**src/rtl/kcl_pkg.sv**
```systemverilog
// Shared constants for the keypad code lock: field widths, register
// indexes and register reset values. No dependencies.
`default_nettype none

package kcl_pkg;

   localparam int CODE_LENGTH_DEFAULT = 12;

   localparam int KEY_W     = 4;
   localparam int LEVELS_W  = 16;
   localparam int COUNT_W   = 8;
   localparam int CODE_W    = 48;
   localparam int CSR_IDX_W = 2;

   // Packed widths of the stream words, rounded up to whole bytes.
   localparam int REQ_DATA_W = 16;
   localparam int RSP_DATA_W = 24;

   // Configuration register indexes.
   localparam logic [CSR_IDX_W-1:0] CSR_CODE_KEYS = 2'd0;
   localparam logic [CSR_IDX_W-1:0] CSR_CLEAR_KEY = 2'd1;
   localparam logic [CSR_IDX_W-1:0] CSR_BACK_KEY  = 2'd2;

   localparam logic [CODE_W-1:0] CODE_KEYS_RESET = 48'd266439157291545;
   localparam logic [KEY_W-1:0]  CLEAR_KEY_RESET = 4'd12;
   localparam logic [KEY_W-1:0]  BACK_KEY_RESET  = 4'd13;

   localparam logic [COUNT_W-1:0] COUNT_MAX = 8'd255;

endpackage : kcl_pkg

`default_nettype wire

```
**src/rtl/keypad_code_lock.sv**
```systemverilog
// Keypad code lock, top level: scan register, press detection, lock state
// update and result register. Depends on kcl_pkg.
//
// One word on req_ is one full scan of a 4x4 keypad (active-low levels).
// The block takes one scan per clock while the result side is not stalled, and
// returns exactly one result word per scan: the scan is registered in the input
// register, then press detection, priority encoding and the lock state update
// run combinationally into the result register. The lock state loop closes
// on the way into the result register, so scans may follow each other in every
// cycle while rsp_tready is high. A result waiting on rsp_ stops the next scan
// from entering the input register once that register is full. Configuration
// writes on csr_ are always accepted and should only be issued while no scan is in flight.
`default_nettype none

module keypad_code_lock #(
   parameter int CODE_LENGTH = kcl_pkg::CODE_LENGTH_DEFAULT
) (
   input  wire logic                            clock,
   input  wire logic                            reset,
   // req_tdata: [15:0] key_levels
   input  wire logic                            req_tvalid,
   output logic                                 req_tready,
   input  wire logic [kcl_pkg::REQ_DATA_W-1:0]  req_tdata,
   // rsp_tdata: [0] key_taken, [4:1] key_index, [8:5] lock_state,
   // [9] unlocked, [17:10] fault_count, [23:18] zero
   output logic                                 rsp_tvalid,
   input  wire logic                            rsp_tready,
   output logic [kcl_pkg::RSP_DATA_W-1:0]       rsp_tdata,
   input  wire logic                            csr_valid,
   output logic                                 csr_ready,
   input  wire logic [kcl_pkg::CSR_IDX_W-1:0]   csr_index,
   input  wire logic [kcl_pkg::CODE_W-1:0]      csr_data
);
   import kcl_pkg::*;

   // Step codes: 0..CODE_LENGTH-1 matched keys, then unlocked, then fault.
   localparam int STEP_W = $clog2(CODE_LENGTH + 2);
   localparam logic [STEP_W-1:0] UNLOCK_CODE = STEP_W'(CODE_LENGTH);
   localparam logic [STEP_W-1:0] FAULT_CODE  = STEP_W'(CODE_LENGTH + 1);
   localparam int CODE_EXT_W = 64;

   // Configuration registers.
   logic [CODE_W-1:0] code_keys_ff;
   logic [KEY_W-1:0]  clear_key_ff;
   logic [KEY_W-1:0]  back_key_ff;

   // Input register.
   logic                s1_valid_ff;
   logic [LEVELS_W-1:0] s1_levels_ff;

   // Lock state.
   logic               any_was_pressed_ff, any_was_pressed_in;
   logic [STEP_W-1:0]  step_ff, step_in;
   logic [COUNT_W-1:0] wrong_ff, wrong_in;
   logic [STEP_W-1:0]  return_ff, return_in;

   // Result register.
   logic                  rsp_valid_ff;
   logic [RSP_DATA_W-1:0] rsp_data_ff, rsp_data_in;

   logic                  out_free;
   logic                  advance;
   logic [LEVELS_W-1:0]   pressed;
   logic                  any_now;
   logic                  taken;
   logic [KEY_W-1:0]      key;
   logic [KEY_W-1:0]      expected;
   logic [CODE_EXT_W-1:0] code_ext;
   logic [KEY_W-1:0]      step_nib;

   assign out_free   = !rsp_valid_ff || rsp_tready;
   assign advance    = s1_valid_ff && out_free;
   assign req_tready = !s1_valid_ff || out_free;
   assign csr_ready  = 1'b1;
   assign rsp_tvalid = rsp_valid_ff;
   assign rsp_tdata  = rsp_data_ff;

   always_ff @(posedge clock) begin
      if (reset) begin
         code_keys_ff <= CODE_KEYS_RESET;
         clear_key_ff <= CLEAR_KEY_RESET;
         back_key_ff  <= BACK_KEY_RESET;
      end else if (csr_valid) begin
         case (csr_index)
            CSR_CODE_KEYS: code_keys_ff <= csr_data;
            CSR_CLEAR_KEY: clear_key_ff <= csr_data[KEY_W-1:0];
            CSR_BACK_KEY:  back_key_ff  <= csr_data[KEY_W-1:0];
            default: ;
         endcase
      end
   end

   always_ff @(posedge clock) begin
      if (reset) begin
         s1_valid_ff <= 1'b0;
      end else if (req_tready) begin
         s1_valid_ff <= req_tvalid;
      end
   end

   always_ff @(posedge clock) begin
      if (req_tready && req_tvalid) begin
         s1_levels_ff <= req_tdata[LEVELS_W-1:0];
      end
   end

   // Lowest pressed key wins.
   always_comb begin
      pressed = ~s1_levels_ff;
      any_now = |pressed;
      key     = '0;
      for (int i = LEVELS_W - 1; i >= 0; i--) begin
         if (pressed[i]) begin
            key = KEY_W'(i);
         end
      end
   end

   assign taken = any_now && !any_was_pressed_ff;

   // Steps beyond the twelve nibbles of the code register expect key zero.
   assign code_ext = {{(CODE_EXT_W - CODE_W){1'b0}}, code_keys_ff};
   assign step_nib = KEY_W'(step_ff);
   assign expected = code_ext[{step_nib, 2'b00} +: KEY_W];

   always_comb begin
      any_was_pressed_in = any_now;
      step_in            = step_ff;
      wrong_in           = wrong_ff;
      return_in          = return_ff;
      if (taken) begin
         if (step_ff == FAULT_CODE) begin
            if (key == clear_key_ff) begin
               step_in  = '0;
               wrong_in = '0;
            end else if (key == back_key_ff) begin
               if (wrong_ff <= COUNT_W'(1)) begin
                  wrong_in = '0;
                  step_in  = return_ff;
               end else begin
                  wrong_in = wrong_ff - COUNT_W'(1);
               end
            end else if (wrong_ff != COUNT_MAX) begin
               wrong_in = wrong_ff + COUNT_W'(1);
            end
         end else if (step_ff == UNLOCK_CODE) begin
            if (key == clear_key_ff) begin
               step_in = '0;
            end
         end else if (key == expected) begin
            step_in = step_ff + STEP_W'(1);
         end else if (key == clear_key_ff) begin
            step_in = '0;
         end else if (key == back_key_ff && step_ff != '0) begin
            step_in = step_ff - STEP_W'(1);
         end else begin
            return_in = step_ff;
            step_in   = FAULT_CODE;
            if (wrong_ff != COUNT_MAX) begin
               wrong_in = wrong_ff + COUNT_W'(1);
            end
         end
      end
   end

   always_comb begin
      rsp_data_in        = '0;
      rsp_data_in[0]     = taken;
      rsp_data_in[4:1]   = key;
      rsp_data_in[8:5]   = KEY_W'(step_in);
      rsp_data_in[9]     = (step_in == UNLOCK_CODE);
      rsp_data_in[17:10] = wrong_in;
   end

   always_ff @(posedge clock) begin
      if (reset) begin
         any_was_pressed_ff <= 1'b0;
         step_ff            <= '0;
         wrong_ff           <= '0;
         return_ff          <= '0;
      end else if (advance) begin
         any_was_pressed_ff <= any_was_pressed_in;
         step_ff            <= step_in;
         wrong_ff           <= wrong_in;
         return_ff          <= return_in;
      end
   end

   always_ff @(posedge clock) begin
      if (reset) begin
         rsp_valid_ff <= 1'b0;
      end else if (out_free) begin
         rsp_valid_ff <= s1_valid_ff;
      end
   end

   always_ff @(posedge clock) begin
      if (advance) begin
         rsp_data_ff <= rsp_data_in;
      end
   end

`ifndef NO_ASSERTIONS
   // A waiting result always reflects the current lock state.
   assert property (@(posedge clock) disable iff (reset)
      rsp_valid_ff |-> (rsp_data_ff[17:10] == wrong_ff &&
                        rsp_data_ff[9] == (step_ff == UNLOCK_CODE)))
      else $error("result word disagrees with lock state");

   // Outstanding wrong keys exist only in the fault state.
   assert property (@(posedge clock) disable iff (reset)
      (wrong_ff != '0) |-> (step_ff == FAULT_CODE))
      else $error("wrong-key count outside fault state");

   assert property (@(posedge clock) disable iff (reset)
      step_ff <= FAULT_CODE)
      else $error("step code out of range");

   // A taken key implies a key is now held.
   assert property (@(posedge clock) disable iff (reset)
      (rsp_valid_ff && rsp_data_ff[0]) |-> any_was_pressed_ff)
      else $error("key taken without a held key");
`endif

endmodule : keypad_code_lock

`default_nettype wire

```
**config.mk**
```make
export PLATFORM = sky130hd
export DESIGN_NAME = keypad_code_lock
export DESIGN_NICKNAME = d
export VERILOG_FILES = /design/src/rtl/kcl_pkg.sv /design/src/rtl/keypad_code_lock.sv
export SDC_FILE = /design/constraint.sdc
export NUM_CORES = 1
export LEC_CHECK = 0
export BUFFER_PORTS_ARGS = -buffer_cell sky130_fd_sc_hd__buf_2
export CAP_MARGIN = 0
export CORE_ASPECT_RATIO = 0.7
export CORE_UTILIZATION = 57
export CTS_CLUSTER_SIZE = 25
export DETAILED_ROUTE_END_ITERATION = 16
export PLACE_DENSITY = 0.91
export SYNTH_ARGS = -nofsm -noshare
export SYNTH_HDL_FRONTEND = slang
export SYNTH_SLANG_ARGS = --single-unit
```
**constraint.sdc**
```tcl
create_clock -name clock -period 3.2 [get_ports clock]
set_clock_uncertainty 0.2 [all_clocks]
set_input_delay 0 -clock clock [delete_from_list [all_inputs] [get_ports clock]]
set_output_delay 0 -clock clock [all_outputs]
set_load 0.005 [all_outputs]
```
Yosys cells after proc, flatten, opt, wreduce, memory -nomap -nowiden
Index checks and enable logic that the tools add are counted.
- $add $sub $neg: 4
- $lt $le $gt $ge: 1
- equality and inequality tests: 9
- shift-type cells: 1
- multiplexer cells: 36
- bitwise logic cells: 6
- reduce and logical (&&, ||, !) cells: 16
- operators by type and width (kind ; count):
    $mux W4 ; 26
    $mux W8 ; 10
    $shiftx A64 B7 Y4 ; 1
    $not A16 Y16 ; 1
    $reduce_or A16 Y1 ; 1
    $eq A4 B4 Y1 ; 3
    $eq A4 B4 Y1 const B ; 3
    $add A8 B1 Y8 const B ; 1
    $le A8 B1 Y1 const B ; 1
    $ne A8 B8 Y1 const B ; 1
    $sub A8 B1 Y8 const B ; 1
    $reduce_and A7 Y1 ; 1
    $reduce_and A2 Y1 ; 3
    $not A1 Y1 ; 5
    $add A4 B1 Y4 const B ; 1
    $logic_and A1 B1 Y1 ; 4
    $reduce_bool A4 Y1 ; 1
    $sub A4 B1 Y4 const B ; 1
    $logic_not A1 Y1 ; 3
    $eq A2 B1 Y1 const B ; 1
    $eq A2 B2 Y1 const B ; 1
    $logic_not A2 Y1 ; 1
    $logic_or A1 B1 Y1 ; 2
- register bits: 109
- input bits: 71
- output and inout port bits: 27
- word-level logic and storage cells: 84

Logic depth before layout (Yosys ltp)
- depth in word-level cells: 26
- mapped depth: 12
- mapped depth without buffers: 10

Least setup slack after synthesis
OpenSTA, ideal clock, no wires.
- kind: register -> register
- start: register step_ff[0]
- end: register rsp_data_ff[17] (netlist: rsp_tdata[17]) (data pin)
- library setup time: 0.256 ns
- arrival: 2.347 ns
- required time: 2.744 ns
- setup slack: 0.397 ns
- stages on the path, launching flop included: 13
- path buffers: 3
- period minus slack after synthesis: 2.803 ns
- path through: dfxtp_1 -> buf_6 -> buf_12 -> mux4_1 -> nand2_1 -> a31oi_1 -> xnor2_1 -> nor3_2 -> nand2_2 -> buf_6 -> a41oi_1 -> o21ai_0 -> a22o_1
- longest elaborated chain between the ends: 8
- elaborated cells on any way between the ends: 12
- those cells by class: 3 x eq/ne; 1 x shift; 6 x mux; 2 x reduce/logical
- ends and longest elaborated chain (item ; line ; source):
    from (decl) ; keypad_code_lock.sv:53 ; logic [STEP_W-1:0] step_ff, step_in;
    from (signal assigned) ; keypad_code_lock.sv:183 ; step_ff <= step_in;
    parallel branches: the longest is 6 deep, another holds $shiftx A64 B7 Y4 ; -- ;
    $mux W8 (*) ; keypad_code_lock.sv:132 ; if (step_ff == FAULT_CODE) begin
    $mux W8 (*) ; keypad_code_lock.sv:131 ; if (taken) begin
    net rsp_data_in[17] ; keypad_code_lock.sv:59 ; logic [RSP_DATA_W-1:0] rsp_data_ff, rsp_data_in;
    to (signal assigned) ; keypad_code_lock.sv:199 ; rsp_data_ff <= rsp_data_in;
    to (decl) ; keypad_code_lock.sv:59 ;
Mark *: on every way through the listed nets, which the timed path passes.
A chain may end at the register's enable or synchronous reset.

Worst setup path after layout
- start: register s1_levels_ff[14]
- end: register rsp_data_ff[9] (netlist: rsp_tdata[9]) (data pin)
- longest elaborated chain between the ends: 25
- elaborated cells on any way between the ends: 32
- those cells by class: 4 x eq/ne; 24 x mux; 1 x bitwise; 3 x reduce/logical
- ends and longest elaborated chain (item ; line ; source):
    from (decl) ; keypad_code_lock.sv:49 ; logic [LEVELS_W-1:0] s1_levels_ff;
    from (signal assigned) ; keypad_code_lock.sv:103 ; s1_levels_ff <= req_tdata[LEVELS_W-1:0];
    $not A16 Y16 (*) ; keypad_code_lock.sv:109 ; pressed = ~s1_levels_ff;
    $mux W4 (15 in a row) ; keypad_code_lock.sv:113 ; if (pressed[i]) begin
    $eq A4 B4 Y1 ; keypad_code_lock.sv:136, keypad_code_lock.sv:154 ;
    $logic_and A1 B1 Y1 ; keypad_code_lock.sv:154 ; end else if (key == back_key_ff && step_ff != '0) begin
    $mux W4 ; keypad_code_lock.sv:154 ;
    $mux W4 ; keypad_code_lock.sv:152 ; end else if (key == clear_key_ff) begin
    $mux W4 ; keypad_code_lock.sv:150 ; end else if (key == expected) begin
    $mux W4 ; keypad_code_lock.sv:146 ; end else if (step_ff == UNLOCK_CODE) begin
    $mux W4 ; keypad_code_lock.sv:132 ;
    $mux W4 (*) ; keypad_code_lock.sv:131 ;
    $eq A4 B4 Y1 (*) ; keypad_code_lock.sv:171 ; rsp_data_in[9] = (step_in == UNLOCK_CODE);
    net rsp_data_in[9] ; keypad_code_lock.sv:59 ;
Mark *: on every way through the listed nets, which the timed path passes. The rest lies on a longest branch.

==> impl_results.md <==
- Status: completed
- Final Hold Fails: 0
- Drt via density: 5.96
- Gr usage total: 32.4%
- Grt ovf: 0
- Startpoint Class: register
- VDD IR max: 0.000310 V
- Combinational share of power: 18.4%
- Top cell by count, worst path: buf_4
- Worst path cell trace: nor2b_1 > o221ai_2 > a21o_1 > a211oi_1 > or3_4 > o31ai_2 > buf_4 > nand4_1 > a32oi_1 > buf_4 > a2111oi_2
- Post-Synthesis Cells: 633
- Synth area leaders: dfxtp_1, edfxtp_1, nand2_1, a21oi_1, mux4_1
- Syn Std Cell Area: 0.00576 mm²
- Synth-to-Final Area Change: 29.4%
- Seq/Total Area, Yosys: 43.8%
- Synth Warn #: 0
- TritonCTS buffer count: 9
- ANT nets after route: 0
- RSZ-0062 raised after global routing: true
- Synthesized area per cell: 9.11 µm²
- Crit end category: register
- MaxCap Viol Count: 0
- Initial antenna violation count: 0
- Final Max Tran Viols: 0
- Layout net count: 871
- Hold_ws: 151 ps
- Actual slew at the worst max-slew pin: 932 ps
- Final Critical Period: 3080 ps
- Worst rel slew slack: 37.9%
- Static Leakage: 3.09 nW
- Vias: 5527
- Clk slew on worst S/H paths: 80 ps
- GRT busiest layer: met2
- Final worst slack: 116 ps
- Pin count of the biggest net entering global routing: 63
- Post-Layout Cell Count: 927
- H-tree levels: 3
- Tcrit/Tclk final: 96.4%
- Post-DP HPWL: 10300 µm
- Die Height: 86.1 µm
- Max FO, Critical Path: 4
- DRC: 0
- Required time of the worst setup path: 3100 ps
- Share of layout cells above drive strength 1: 21.9%
- Number of global-route vias before repair: 5262
- DR WL/cell: 18.0 µm
- Number of I/O pins: 98
- Crit path max-delay family: compound AO/OA/AOI/OAI gates
- N_diodes: 0
- Cells after DPL: 836
- Core ar.: 0.00976 mm²
- FMAX: 0.324 GHz
- Yosys cell types: 78
- Setup Crit Path Kind: reg -> reg
- CTS sink count: 109
- Worst slack, placed: 39.4 ps
- Drt pass-1 iters: 8
- Worst path max stage delay: 430 ps
- Final wirelength: 16700 µm
- Die Width: 122 µm
- Cell row count: 30
- Cell internal pwr: 2.33 mW
- First-pass GRT wire length: 26000 µm
- Share of power burned in registers: 47.6%
- Worst-path cell with the longest stage delay: edfxtp_1
- Asr flop ratio synth: 0%
- Clk pwr share: 34.0%
- Main synth FF type: dfxtp_1
- Power density over the cells: 435 mW/mm²
- Hold Crit Class: in -> reg
- Sw frac: 28.2%
- Final setup violating endpoints: 0
- Top cell type's share of synthesized area: 26.0%
- #FFs+latches synth: 109
- Synth top cells by count: nand2_1, dfxtp_1, a21oi_1
- Die area: 0.0105 mm²
- Most frequent cell after synthesis: nand2_1
- Post-synth EDFFs: 34
- Cell taking the most area after synthesis: dfxtp_1
- Initial DRC count: 534
- CP Data Arrival Time: 2980 ps
- Switch Pwr: 0.915 mW
- M2 GR Usage: 52.1%
- Crit path buffers/inverters: 2
- PortBufs: 90
- Clk buf depth: 2
- Placer Congestion: 0.933
- Starting Density: 59.1%
- CTS tree: built
- GR Util met1: 41.5%
- Clock Tree Root: clkbuf_16
- GRT met3 Usage: 9.31%
- Skew-Pair Late Insertion Delay: 360 ps
[flip-flops by register name, indices dropped and copies added (netlist names)]
signal	cells
code_keys_ff	48
s1_levels_ff	16
wrong_ff	8
any_was_pressed_ff	1
back_key_ff	4
s1_valid_ff	1
return_ff	4
rsp_tdata	18
step_ff	4
clear_key_ff	4
rsp_tvalid	1
[layout by cell type (no fill, tap or decap), types with 5 or more instances in the layout]
cell	instances
nand3b_1	26
o21ai_2	5
a31oi_1	9
o2bb2ai_1	6
buf_4	25
dlygate4sd3_1	73
a21oi_1	42
a21o_1	6
nand2_1	133
nor2_1	37
nor4_1	6
dfxtp_1	73
mux4_2	5
and3_1	7
conb_1	7
nand3_1	14
mux4_1	7
o21ai_0	15
xnor2_1	10
or3_1	6
nand4_1	11
nand2b_1	6
ha_1	6
inv_1	20
buf_2	91
xor2_1	5
clkbuf_16	9
mux2i_1	10
edfxtp_1	34
[worst register-to-register path, stage by stage (launching register included)]
cell	delay, ps
edfxtp_1	430
nor2b_1	180
o221ai_2	260
a21o_1	200
a211oi_1	90
or3_4	430
o31ai_2	300
buf_4	170
nand4_1	110
a32oi_1	270
buf_4	170
a2111oi_2	40
[power groups by stage]
stage	combinational [mW]	sequential, mW	clock, mW
after global routing	0.648	1.55	1.18
final	0.597	1.55	1.11
after detailed placement	0.485	1.57	0
after CTS	0.554	1.54	1.12
after global placement	0.475	1.57	0
after floorplan	0.341	1.56	0
[cell families (layout without fill, tap and decap cells)]
logic type | Yosys count | after routing | synth area share, %
adders and majority gates | 6 | 6 | 1.30
DFF | 109 | 109 | 43.8
AOI/OAI and AO/OA | 130 | 130 | 15.0
buffers and inverters | 67 | 228 | 5.86
other | 2 | 7 | 0.130
muxes | 23 | 23 | 7.14
xor gates and xnor gates | 15 | 15 | 2.28
and+or+nand+nor | 281 | 281 | 24.5
[routing by layer]
| metal | share of wire (%) | vias up |
|---|---|---|
| met1 | 42 | 2560 |
| met2 | 46 | 331 |
| met3 | 9.0 | 56 |
| met4 | 3.2 | 0 |
| li1 | - | 2580 |
| met5 | 0 | - |
[layout make-up]
| cell class | instances | area (µm²) |
|---|---|---|
| clock buffer | 9 | 225 |
| fill | 665 | 2300 |
| inverter | 21 | 78.8 |
| clock inverter | 7 | 77.6 |
| multi-input combinational | 462 | 2980 |
| sequential | 109 | 2520 |
| timing repair buffer | 191 | 1410 |
| tap | 128 | 160 |
[through the flow]
| step | instance area [µm²] | TNS [ps] | utilization [%] | total power [mW] |
|---|---|---|---|---|
| 2_1_floorplan | 5780 | 0 | - | 1.90 |
| 3_3_place_gp | 6360 | 0 | 65.2 | 2.05 |
| 3_5_place_dp | 6360 | 0 | 65.2 | 2.06 |
| 4_1_cts | 7390 | 0 | 75.8 | 3.21 |
| 5_1_grt | 7460 | -8.04 | 76.4 | 3.38 |
| 6_report | 7460 | 0 | 76.4 | 3.25 |
[timing repair]
item	4_1_cts	5_1_grt
setup endpoints to repair	0	14
buffers inserted	0	2
hold endpoints to repair	82	0
resized for setup	0	18
hold buffers	73	0
[final timing paths]
check | from | end | slack, ps | cells after the start
max | s1_levels_ff[14] | rsp_tdata[9] | 120 | 11
min | req_tdata[1] | s1_levels_ff[1] | 150 | 2
max reg2reg | s1_levels_ff[14] | rsp_tdata[9] | 120 | 11
min reg2reg | code_keys_ff[40] | code_keys_ff[40] | 270 | 2
(Power assumes the default switching activity.)
